--- src/rtl/bpms_pkg.sv ---
// Shared types, constants and lookup functions for the button press mode selector.
`default_nettype none
package bpms_pkg;

   localparam int COUNT_BITS = 8;
   localparam int CFG_BITS   = 8;
   localparam int CMP_BITS   = (COUNT_BITS > CFG_BITS) ? COUNT_BITS : CFG_BITS;

   localparam logic [COUNT_BITS-1:0] COUNT_MAX = '1;
   localparam logic [COUNT_BITS-1:0] COUNT_ONE = COUNT_BITS'(1);

   localparam logic [CFG_BITS-1:0] ARM_TICKS_RESET       = 8'd6;
   localparam logic [CFG_BITS-1:0] SHORT_MIN_TICKS_RESET = 8'd6;
   localparam logic [CFG_BITS-1:0] SHORT_MAX_TICKS_RESET = 8'd25;
   localparam logic [CFG_BITS-1:0] LONG_MIN_TICKS_RESET  = 8'd70;

   typedef enum logic [1:0] {
      CSR_ARM_TICKS       = 2'd0,
      CSR_SHORT_MIN_TICKS = 2'd1,
      CSR_SHORT_MAX_TICKS = 2'd2,
      CSR_LONG_MIN_TICKS  = 2'd3
   } csr_index_type;

   typedef enum logic [2:0] {
      PH_FIRST   = 3'd0,
      PH_ARMING  = 3'd1,
      PH_WAITREL = 3'd2,
      PH_WAITPR  = 3'd3,
      PH_PRESS   = 3'd4,
      PH_DONE    = 3'd5
   } phase_type;

   localparam logic [1:0] RING_UPDATE   = 2'd0;
   localparam logic [1:0] RING_RECOVERY = 2'd1;
   localparam logic [1:0] RING_NORMAL   = 2'd2;

   localparam logic [1:0] MODE_NORMAL   = 2'd0;
   localparam logic [1:0] MODE_UPDATE   = 2'd1;
   localparam logic [1:0] MODE_RECOVERY = 2'd2;

   typedef struct packed {
      logic [CFG_BITS-1:0] arm_ticks;
      logic [CFG_BITS-1:0] short_min_ticks;
      logic [CFG_BITS-1:0] short_max_ticks;
      logic [CFG_BITS-1:0] long_min_ticks;
   } cfg_type;

   typedef struct packed {
      logic [7:0] red;
      logic [7:0] green;
      logic [7:0] blue;
   } rgb_type;

   typedef struct packed {
      logic [2:0] selector_phase;
      logic [1:0] ring_index;
      logic       selection_shown;
      logic       decision_valid;
      logic [1:0] decided_mode;
      rgb_type    led;
   } result_type;

   function automatic logic [1:0] ring_mode(input logic [1:0] slot);
      logic [1:0] mode;
      case (slot)
         RING_UPDATE:   mode = MODE_UPDATE;
         RING_RECOVERY: mode = MODE_RECOVERY;
         RING_NORMAL:   mode = MODE_NORMAL;
         default:       mode = MODE_UPDATE;
      endcase
      return mode;
   endfunction

   function automatic rgb_type ring_colour(input logic [1:0] slot);
      rgb_type c;
      case (slot)
         RING_UPDATE:   c = '{red: 8'd16, green: 8'd10, blue: 8'd0};
         RING_RECOVERY: c = '{red: 8'd20, green: 8'd0,  blue: 8'd20};
         RING_NORMAL:   c = '{red: 8'd0,  green: 8'd20, blue: 8'd0};
         default:       c = '{red: 8'd16, green: 8'd10, blue: 8'd0};
      endcase
      return c;
   endfunction

endpackage
`default_nettype wire

--- src/rtl/bpms_channels.sv ---
// Valid/ready channel interfaces for button samples and selector results.
`default_nettype none
interface bpms_req_if;
   logic valid;
   logic ready;
   logic button_pressed;

   modport source (output valid, output button_pressed, input ready);
   modport sink   (input valid, input button_pressed, output ready);
endinterface

interface bpms_rsp_if;
   logic       valid;
   logic       ready;
   logic [2:0] selector_phase;
   logic [1:0] ring_index;
   logic       selection_shown;
   logic       decision_valid;
   logic [1:0] decided_mode;
   logic [7:0] led_red;
   logic [7:0] led_green;
   logic [7:0] led_blue;

   modport source (output valid, output selector_phase, output ring_index,
                   output selection_shown, output decision_valid, output decided_mode,
                   output led_red, output led_green, output led_blue, input ready);
   modport sink   (input valid, input selector_phase, input ring_index,
                   input selection_shown, input decision_valid, input decided_mode,
                   input led_red, input led_green, input led_blue, output ready);
endinterface
`default_nettype wire

--- src/rtl/button_press_mode_selector.sv ---
// Top level of the button press mode selector.
//
// req_ch carries one sampled button level per tick (button_pressed, 1 = pressed).
// rsp_ch returns one result per sample: phase, ring entry, shown strobe, decision
// and the LED colour of the shown entry, all reflecting the state after the sample.
// csr_wr_en/csr_index/csr_wdata write the four thresholds: 0 arm_ticks,
// 1 short_min_ticks, 2 short_max_ticks, 3 long_min_ticks.
// The result of a sample is registered in the result register, or in the skid entry
// while rsp_ch stalls. Throughput: one sample per cycle while req_ch.ready is high.
// A result register plus one skid entry separate the channels: with rsp_ch stalled,
// one more sample is taken, then req_ch.ready drops until the held result leaves.
// Reset (synchronous, active high) restores the default thresholds, returns the
// selector to its first check with ring entry 0 and normal mode, and empties
// the result buffers.
`default_nettype none
module button_press_mode_selector (
   input  wire logic                          clock,
   input  wire logic                          reset,
   bpms_req_if.sink                           req_ch,
   bpms_rsp_if.source                         rsp_ch,
   input  wire logic                          csr_wr_en,
   input  wire logic [1:0]                    csr_index,
   input  wire logic [bpms_pkg::CFG_BITS-1:0] csr_wdata
);
   import bpms_pkg::*;

   cfg_type    cfg;
   result_type step_result;
   result_type out_result;
   logic       req_ready;
   logic       accept;

   assign accept       = req_ch.valid && req_ready;
   assign req_ch.ready = req_ready;

   bpms_csr u_csr (
      .clock     (clock),
      .reset     (reset),
      .csr_wr_en (csr_wr_en),
      .csr_index (csr_index),
      .csr_wdata (csr_wdata),
      .cfg       (cfg)
   );

   bpms_core u_core (
      .clock          (clock),
      .reset          (reset),
      .accept         (accept),
      .button_pressed (req_ch.button_pressed),
      .cfg            (cfg),
      .result         (step_result)
   );

   bpms_skid u_skid (
      .clock     (clock),
      .reset     (reset),
      .in_valid  (req_ch.valid),
      .in_ready  (req_ready),
      .in_data   (step_result),
      .out_valid (rsp_ch.valid),
      .out_ready (rsp_ch.ready),
      .out_data  (out_result)
   );

   assign rsp_ch.selector_phase  = out_result.selector_phase;
   assign rsp_ch.ring_index      = out_result.ring_index;
   assign rsp_ch.selection_shown = out_result.selection_shown;
   assign rsp_ch.decision_valid  = out_result.decision_valid;
   assign rsp_ch.decided_mode    = out_result.decided_mode;
   assign rsp_ch.led_red         = out_result.led.red;
   assign rsp_ch.led_green       = out_result.led.green;
   assign rsp_ch.led_blue        = out_result.led.blue;
endmodule
`default_nettype wire

--- src/rtl/bpms_csr.sv ---
// Configuration register file for the press thresholds.
`default_nettype none
module bpms_csr (
   input  wire logic                          clock,
   input  wire logic                          reset,
   input  wire logic                          csr_wr_en,
   input  wire logic [1:0]                    csr_index,
   input  wire logic [bpms_pkg::CFG_BITS-1:0] csr_wdata,
   output bpms_pkg::cfg_type                  cfg
);
   import bpms_pkg::*;

   cfg_type cfg_ff;
   cfg_type cfg_in;

   always_comb begin
      cfg_in = cfg_ff;
      if (csr_wr_en) begin
         case (csr_index_type'(csr_index))
            CSR_ARM_TICKS:       cfg_in.arm_ticks       = csr_wdata;
            CSR_SHORT_MIN_TICKS: cfg_in.short_min_ticks = csr_wdata;
            CSR_SHORT_MAX_TICKS: cfg_in.short_max_ticks = csr_wdata;
            CSR_LONG_MIN_TICKS:  cfg_in.long_min_ticks  = csr_wdata;
            default:             cfg_in = cfg_ff;
         endcase
      end
   end

   always_ff @(posedge clock) begin
      if (reset) begin
         cfg_ff.arm_ticks       <= ARM_TICKS_RESET;
         cfg_ff.short_min_ticks <= SHORT_MIN_TICKS_RESET;
         cfg_ff.short_max_ticks <= SHORT_MAX_TICKS_RESET;
         cfg_ff.long_min_ticks  <= LONG_MIN_TICKS_RESET;
      end else begin
         cfg_ff <= cfg_in;
      end
   end

   assign cfg = cfg_ff;
endmodule
`default_nettype wire

--- src/rtl/bpms_core.sv ---
// Selector state registers and the per-sample next-state and result logic.
`default_nettype none
module bpms_core (
   input  wire logic         clock,
   input  wire logic         reset,
   input  wire logic         accept,
   input  wire logic         button_pressed,
   input  wire bpms_pkg::cfg_type cfg,
   output bpms_pkg::result_type result
);
   import bpms_pkg::*;

   phase_type             phase_ff, phase_in;
   logic [COUNT_BITS-1:0] tick_ff, tick_in;
   logic [1:0]            ring_ff, ring_in;
   logic [1:0]            mode_ff, mode_in;

   logic [COUNT_BITS-1:0] tick_inc;
   logic [COUNT_BITS-1:0] tick_next;
   logic [CMP_BITS-1:0]   tick_next_ext;
   logic [CMP_BITS-1:0]   tick_cur_ext;
   logic [1:0]            slot_cur;
   logic [1:0]            slot_new;
   logic                  shown;
   logic                  in_window;
   logic                  lit;

   assign tick_inc      = (tick_ff == COUNT_MAX) ? tick_ff : tick_ff + COUNT_ONE;
   assign slot_cur      = (ring_ff == 2'd3) ? RING_UPDATE : ring_ff;
   assign tick_cur_ext  = CMP_BITS'(tick_ff);
   assign tick_next_ext = CMP_BITS'(tick_next);
   assign in_window     = (tick_cur_ext >= CMP_BITS'(cfg.short_min_ticks)) &&
                          (tick_cur_ext <= CMP_BITS'(cfg.short_max_ticks));

   always_comb begin
      phase_in  = phase_ff;
      tick_in   = tick_ff;
      ring_in   = ring_ff;
      mode_in   = mode_ff;
      shown     = 1'b0;
      tick_next = (phase_ff == PH_FIRST || phase_ff == PH_WAITPR) ? COUNT_ONE : tick_inc;
      case (phase_ff)
         PH_FIRST, PH_ARMING: begin
            if (!button_pressed) begin
               tick_in  = '0;
               mode_in  = MODE_NORMAL;
               phase_in = PH_DONE;
            end else if (tick_next_ext >= CMP_BITS'(cfg.arm_ticks)) begin
               ring_in  = RING_UPDATE;
               tick_in  = '0;
               shown    = 1'b1;
               phase_in = PH_WAITREL;
            end else begin
               tick_in  = tick_next;
               phase_in = PH_ARMING;
            end
         end
         PH_WAITREL: begin
            if (!button_pressed) begin
               phase_in = PH_WAITPR;
            end
         end
         PH_WAITPR, PH_PRESS: begin
            if (button_pressed) begin
               // tick_next is never zero here, so no marker fix-up is needed
               tick_in = tick_next;
               if (tick_next_ext >= CMP_BITS'(cfg.long_min_ticks)) begin
                  mode_in  = ring_mode(slot_cur);
                  phase_in = PH_DONE;
               end else begin
                  phase_in = PH_PRESS;
               end
            end else if (phase_ff == PH_PRESS) begin
               if (in_window) begin
                  ring_in = (slot_cur == RING_NORMAL) ? RING_UPDATE : slot_cur + 2'd1;
                  shown   = 1'b1;
               end
               phase_in = PH_WAITPR;
            end
         end
         default: begin
            phase_in = PH_DONE;
         end
      endcase
   end

   assign slot_new = (ring_in == 2'd3) ? RING_UPDATE : ring_in;
   assign lit      = (phase_in == PH_WAITREL) || (phase_in == PH_WAITPR) ||
                     (phase_in == PH_PRESS) || ((phase_in == PH_DONE) && (tick_in != '0));

   always_comb begin
      result.selector_phase  = phase_in;
      result.ring_index      = ring_in;
      result.selection_shown = shown;
      result.decision_valid  = (phase_in == PH_DONE);
      result.decided_mode    = (phase_in == PH_DONE) ? mode_in : MODE_NORMAL;
      result.led             = lit ? ring_colour(slot_new) : '0;
   end

   always_ff @(posedge clock) begin
      if (reset) begin
         phase_ff <= PH_FIRST;
         tick_ff  <= '0;
         ring_ff  <= RING_UPDATE;
         mode_ff  <= MODE_NORMAL;
      end else if (accept) begin
         phase_ff <= phase_in;
         tick_ff  <= tick_in;
         ring_ff  <= ring_in;
         mode_ff  <= mode_in;
      end
   end
endmodule
`default_nettype wire

--- src/rtl/bpms_skid.sv ---
// Result register with a skid stage so one more sample can be taken while the sink stalls.
`default_nettype none
module bpms_skid (
   input  wire logic            clock,
   input  wire logic            reset,
   input  wire logic            in_valid,
   output logic                 in_ready,
   input  wire bpms_pkg::result_type in_data,
   output logic                 out_valid,
   input  wire logic            out_ready,
   output bpms_pkg::result_type out_data
);
   import bpms_pkg::*;

   logic       main_valid_ff, main_valid_in;
   logic       skid_valid_ff, skid_valid_in;
   result_type main_ff, main_in;
   result_type skid_ff, skid_in;
   logic       push;
   logic       take;

   assign in_ready = !skid_valid_ff;
   assign push     = in_valid && in_ready;
   assign take     = main_valid_ff && out_ready;

   always_comb begin
      main_valid_in = main_valid_ff;
      skid_valid_in = skid_valid_ff;
      main_in       = main_ff;
      skid_in       = skid_ff;
      if (take) begin
         if (skid_valid_ff) begin
            main_in       = skid_ff;
            skid_valid_in = 1'b0;
         end else begin
            main_valid_in = push;
            main_in       = in_data;
         end
      end else if (!main_valid_ff) begin
         main_valid_in = push;
         main_in       = in_data;
      end else if (push) begin
         // main still waiting: park the new result behind it
         skid_valid_in = 1'b1;
         skid_in       = in_data;
      end
   end

   always_ff @(posedge clock) begin
      if (reset) begin
         main_valid_ff <= 1'b0;
         skid_valid_ff <= 1'b0;
      end else begin
         main_valid_ff <= main_valid_in;
         skid_valid_ff <= skid_valid_in;
      end
   end

   always_ff @(posedge clock) begin
      main_ff <= main_in;
      skid_ff <= skid_in;
   end

   assign out_valid = main_valid_ff;
   assign out_data  = main_ff;
endmodule
`default_nettype wire

--- src/flat_wrapper.sv ---
// flat-port wrapper written by rule: the top's interface ports become plain ports
module button_press_mode_selector_flat import bpms_pkg::*;
  (clock, reset, csr_wr_en, csr_index, csr_wdata, req_ch_valid, req_ch_button_pressed, req_ch_ready, rsp_ch_valid, rsp_ch_selector_phase, rsp_ch_ring_index, rsp_ch_selection_shown, rsp_ch_decision_valid, rsp_ch_decided_mode, rsp_ch_led_red, rsp_ch_led_green, rsp_ch_led_blue, rsp_ch_ready);
  bpms_req_if req_ch_i ();
  bpms_rsp_if rsp_ch_i ();
  input  wire logic clock;
  input  wire logic reset;
  input  wire logic csr_wr_en;
  input  wire logic [1:0] csr_index;
  input  wire logic [bpms_pkg::CFG_BITS-1:0] csr_wdata;
  input wire logic [$bits(req_ch_i.valid)-1:0] req_ch_valid;
  input wire logic [$bits(req_ch_i.button_pressed)-1:0] req_ch_button_pressed;
  output wire logic [$bits(req_ch_i.ready)-1:0] req_ch_ready;
  output wire logic [$bits(rsp_ch_i.valid)-1:0] rsp_ch_valid;
  output wire logic [$bits(rsp_ch_i.selector_phase)-1:0] rsp_ch_selector_phase;
  output wire logic [$bits(rsp_ch_i.ring_index)-1:0] rsp_ch_ring_index;
  output wire logic [$bits(rsp_ch_i.selection_shown)-1:0] rsp_ch_selection_shown;
  output wire logic [$bits(rsp_ch_i.decision_valid)-1:0] rsp_ch_decision_valid;
  output wire logic [$bits(rsp_ch_i.decided_mode)-1:0] rsp_ch_decided_mode;
  output wire logic [$bits(rsp_ch_i.led_red)-1:0] rsp_ch_led_red;
  output wire logic [$bits(rsp_ch_i.led_green)-1:0] rsp_ch_led_green;
  output wire logic [$bits(rsp_ch_i.led_blue)-1:0] rsp_ch_led_blue;
  input wire logic [$bits(rsp_ch_i.ready)-1:0] rsp_ch_ready;
  assign req_ch_i.valid = req_ch_valid;
  assign req_ch_i.button_pressed = req_ch_button_pressed;
  assign req_ch_ready = req_ch_i.ready;
  assign rsp_ch_valid = rsp_ch_i.valid;
  assign rsp_ch_selector_phase = rsp_ch_i.selector_phase;
  assign rsp_ch_ring_index = rsp_ch_i.ring_index;
  assign rsp_ch_selection_shown = rsp_ch_i.selection_shown;
  assign rsp_ch_decision_valid = rsp_ch_i.decision_valid;
  assign rsp_ch_decided_mode = rsp_ch_i.decided_mode;
  assign rsp_ch_led_red = rsp_ch_i.led_red;
  assign rsp_ch_led_green = rsp_ch_i.led_green;
  assign rsp_ch_led_blue = rsp_ch_i.led_blue;
  assign rsp_ch_i.ready = rsp_ch_ready;
  button_press_mode_selector u_core (.clock(clock), .reset(reset), .req_ch(req_ch_i), .rsp_ch(rsp_ch_i), .csr_wr_en(csr_wr_en), .csr_index(csr_index), .csr_wdata(csr_wdata));
endmodule
--- config.mk ---
export PLATFORM = sky130hd
export DESIGN_NAME = button_press_mode_selector_flat
export DESIGN_NICKNAME = d
export VERILOG_FILES = /design/src/rtl/bpms_pkg.sv /design/src/rtl/bpms_channels.sv /design/src/rtl/button_press_mode_selector.sv /design/src/rtl/bpms_csr.sv /design/src/rtl/bpms_core.sv /design/src/rtl/bpms_skid.sv /design/src/flat_wrapper.sv
export SDC_FILE = /design/constraint.sdc
export NUM_CORES = 1
export LEC_CHECK = 0
export ABC_AREA = 1
export BUFFER_PORTS_ARGS = -buffer_cell sky130_fd_sc_hd__buf_2
export CAP_MARGIN = 0
export CORE_MARGIN = 10
export CORE_UTILIZATION = 30
export DETAILED_ROUTE_END_ITERATION = 6
export GPL_ROUTABILITY_DRIVEN = 0
export PLACE_DENSITY_LB_ADDON = 0.1
export REMOVE_ABC_BUFFERS = 1
export SYNTH_ARGS = -nofsm -noshare
export SYNTH_HDL_FRONTEND = slang
export SYNTH_SLANG_ARGS = --single-unit
--- constraint.sdc ---
create_clock -name clock -period 2.85 [get_ports clock]
set_clock_uncertainty 0.15 [all_clocks]
set_input_delay 0.57 -clock clock [delete_from_list [all_inputs] [get_ports clock]]
set_output_delay 0.57 -clock clock [all_outputs]
set_load 0.1 [all_outputs]
==> flow_metrics.py <==
metrics = {
    "floorplanning": {
        "die_h_um": 141,
        "fp.dieW_um": 141,
        "rows": 44,
        "core-area_um2": 14500,
        "io_pins": 51,
        "floorplan.initialDensity": 0.306,
        "die_area_um2": 20000,
    },
    "finish": {
        "fin_util": 0.414,
        "diodes": 0,
        "fill_cells": 1489,
        "register_area_um2": 1780,
        "area_growth_syn_to_layout_pct": 35.6,
        "instances_no_fill": 840,
        "layout-drive-gt1-share": 0.369,
        "multi_input_area_um2": 2520,
        "final_nets": 704,
    },
    "detailed_routing": {
        "vias": 3784,
        "drc": 0,
        "met3_length_um": 494,
        "top_layer_used": "met4",
        "wl_per_cell_um": 14.1,
        "vias_per_cell": 4.50,
        "routed_wl_um": 11800,
        "drt_iter0_drc": 148,
        "wl_met1_um": 5370,
        "drt-pass1-iter-count": 4,
        "ant_nets": 0,
        "routed-wl-met2_um": 5740,
    },
    "clocking": {
        "hold_buffers": 0,
        "tritoncts": "done",
        "insertion_delay_ps": 340,
        "cts_buffers": 9,
        "clock-sinks": 75,
        "clockRootBuffer": "clkbuf_16",
        "cts_max_level": 3,
        "clkTransAtPathRegs_ps": 60,
        "max-clock-path-buffers": 2,
    },
    "grt": {
        "grt_pass1_vias": 3756,
        "grt_use_total": 0.119,
        "gr-total-overflow": 0,
        "grt_max_degree": 41,
        "antenna_found_initial": 0,
        "grt_first_pass_wirelength_um": 18900,
    },
    "worst_setup_path": {
        "worstReg2RegStart": "u_core.u_core.tick_cur_ext[1]$_SDFFE_PP0P_",
        "path_class": "reg -> reg",
        "critPathCaptureType": "flip-flop",
        "startpoint_type": "flip-flop",
        "cp.arrival_ps": 2960,
        "path_max_fanout": 8,
        "worstPathRequired_ps": 2780,
        "startpoint": "u_core.u_core.tick_cur_ext[1]$_SDFFE_PP0P_",
    },
    "synthesis": {
        "synth_compound_area_frac": 0.166,
        "syn_avg_cell_area_um2": 8.11,
        "ys_types": 41,
        "synthCells": 546,
        "synth_top_family_by_area": "simple AND/OR/NAND/NOR gates",
        "synth_seq_area_share": 0.398,
        "synth_fa_ha_area_frac": 0.105,
        "synth-async-reset-ratio": 0,
        "yosysTopAreaCell": "dfxtp_1",
        "synth_seq_cells": 75,
        "synthTopCellsByArea": "dfxtp_1 22%, edfxtp_1 18%, ha_1 10%",
        "yosysWarnings": 0,
        "synth_mux_area_frac": 0.00226,
        "yosysTopAreaCellShare": 0.222,
        "synth_area_um2": 4430,
        "synth_edf_count": 26,
        "synth.most_common_cell": "inv_1",
        "yosys.area_share.simple": 0.198,
        "synth.top_cells.by_count": "85 x inv_1, 81 x nand2_1, 54 x a21oi_1, 49 x dfxtp_1, 44 x o21ai_0",
        "synthXorXnorAreaFrac": 0.00396,
        "synth_flop_cell": "dfxtp_1",
    },
    "timing": {
        "rsz0062_at_grt": "true",
        "setup_viol": 10,
        "tightest_slew_ps": 782,
        "fin_crit_sh": 1.06,
        "finalMaxSlewViolations": 0,
        "hold_viol_final": 0,
        "fin_tns_setup_ps": -1340,
        "setup_slack_ps": -181,
        "fin_crit_ps": 3030,
        "relSlewSlack": 0.478,
        "fmaxAchievable_mhz": 330,
    },
    "power_and_ir_drop": {
        "power_frac_clock": 0.338,
        "switchingPower_w": 0.00147,
        "p_comb_frac": 0.344,
        "p_leak_nw": 2.84,
        "power.total_w": 0.00394,
        "power_frac_seq": 0.318,
        "powerDensity_nw_per_um2": 656,
        "internal-power_w": 0.00247,
        "switching_share": 0.373,
        "ir_worst_vdd_mv": 0.273,
    },
    "hold_path": {
        "hp-start": "u_core.u_csr.cfg[14]$_SDFFE_PP0P_",
        "worstHoldPathType": "reg -> reg",
    },
    "placed_design": {
        "place_ws_ps": -366,
        "hpwlAfterDp_um": 8910,
        "dp_cells": 809,
        "portBuffers": 34,
    },
    "flow_run": {
        "cap_violations": 0,
    },
    "run_status": {
        "outcome": "finished with violations",
        "violations": "negative setup slack",
    },
}
stage by stage:
stage	instance area [µm²]	hold slack, ps
after floorplan	4280	285
after global placement	5160	295
after detailed placement	5160	299
after CTS	5790	317
after global routing	6000	328
final	6000	311
critical path: stages, from the launching register on:
cell     delay (ps)
dfxtp_4         360
ha_4            170
nand2_4          60
inv_4            40
nand2_1          60
inv_2            70
nor3_4          200
nor2_4           60
ha_1            300
nand2_2          90
nor2_4          100
nand2_2          70
buf_6           120
nand4_4         110
nand2_8         120
a21oi_4         180
nand2_2          80
nor2_4          120
nand3_4         120
nand3_4         100
a21oi_2          50
registers in the layout, summed over array words and instances (netlist names):
register / count
u_core.u_csr.cfg: 32
u_core.u_skid.out_data: 13
u_core.u_skid.skid_ff: 13
u_core.u_core.tick_cur_ext: 8
u_core.u_core.phase_ff: 3
u_core.u_core.mode_ff: 2
u_core.u_core.ring_ff: 2
u_core.u_skid.out_valid: 1
u_core.u_skid.skid_valid_ff: 1
power by group through the flow:
stage	Clock, W	Combinational, W	Sequential [W]
after global placement	0	0.00120	0.00127
after global routing	0.00141	0.00147	0.00126
after detailed placement	0	0.00120	0.00127
final	0.00133	0.00135	0.00125
after CTS	0.00137	0.00129	0.00125
after floorplan	0	0.000519	0.00163
cells in the final DEF (no fill, tap or decap), types with 3 or more instances in the layout:
cell and n:
inv_1 79, buf_4 75, nand2_1 63, a21oi_1 45, dfxtp_1 44, o21ai_0 39, buf_2 34, nor2_1 32
ha_1 31, edfxtp_1 26, nand2_2 21, conb_1 16, inv_2 14, o211ai_1 13, nor2_4 11, a21oi_2 9
clkbuf_16 9, nand3_1 8, o21ai_2 8, nand3_2 7, nor2_2 7, a21oi_4 6, nand3_4 5, ha_4 5
nand2_4 4, o21ai_1 3, bufinv_16 3, buf_6 3, dfxtp_4 3
what timing repair did:
item,4_1_cts,5_1_grt
pin swaps,34,27
setup endpoints to repair,21,28
buffers inserted,11,5
resized for setup,52,49
kinds of logic after synthesis:
logic type | count (synthesis)
AO/OA/AOI/OAI | 131
XOR/XNOR | 2
adder cells (fa/ha/maj) | 37
buffers and inverters | 128
flip-flops | 75
multiplexers | 1
other | 1
AND/OR/NAND/NOR | 171
cell type report:
type,count,area share
Clock buffer,9,0.0375
Clock inverter,7,0.0194
Inverter,95,0.0603
Multi-Input combinational cell,358,0.421
Sequential cell,75,0.296
Tap cell,184,0.0384
Timing Repair Buffer,112,0.128
per-layer routing:
metal | track usage | vias to the layer above
li1 | - | 1977
met1 | 0.144 | 1736
met2 | 0.196 | 57
met3 | 0.0314 | 14
met4 | 0.0490 | 0
met5 | 0 | -
path summary, 6_finish.rpt:
path	to	slack (ps)	depth (start not counted)
max reg2reg	u_core.u_skid.out_data[10]$_DFFE_PP_	-180	20
max	u_core.u_skid.out_data[10]$_DFFE_PP_	-180	20
min reg2reg	u_core.u_csr.cfg[14]$_SDFFE_PP0P_	310	2
min	u_core.u_csr.cfg[14]$_SDFFE_PP0P_	310	2
No activity file was read; power rests on OpenSTA's default activity.
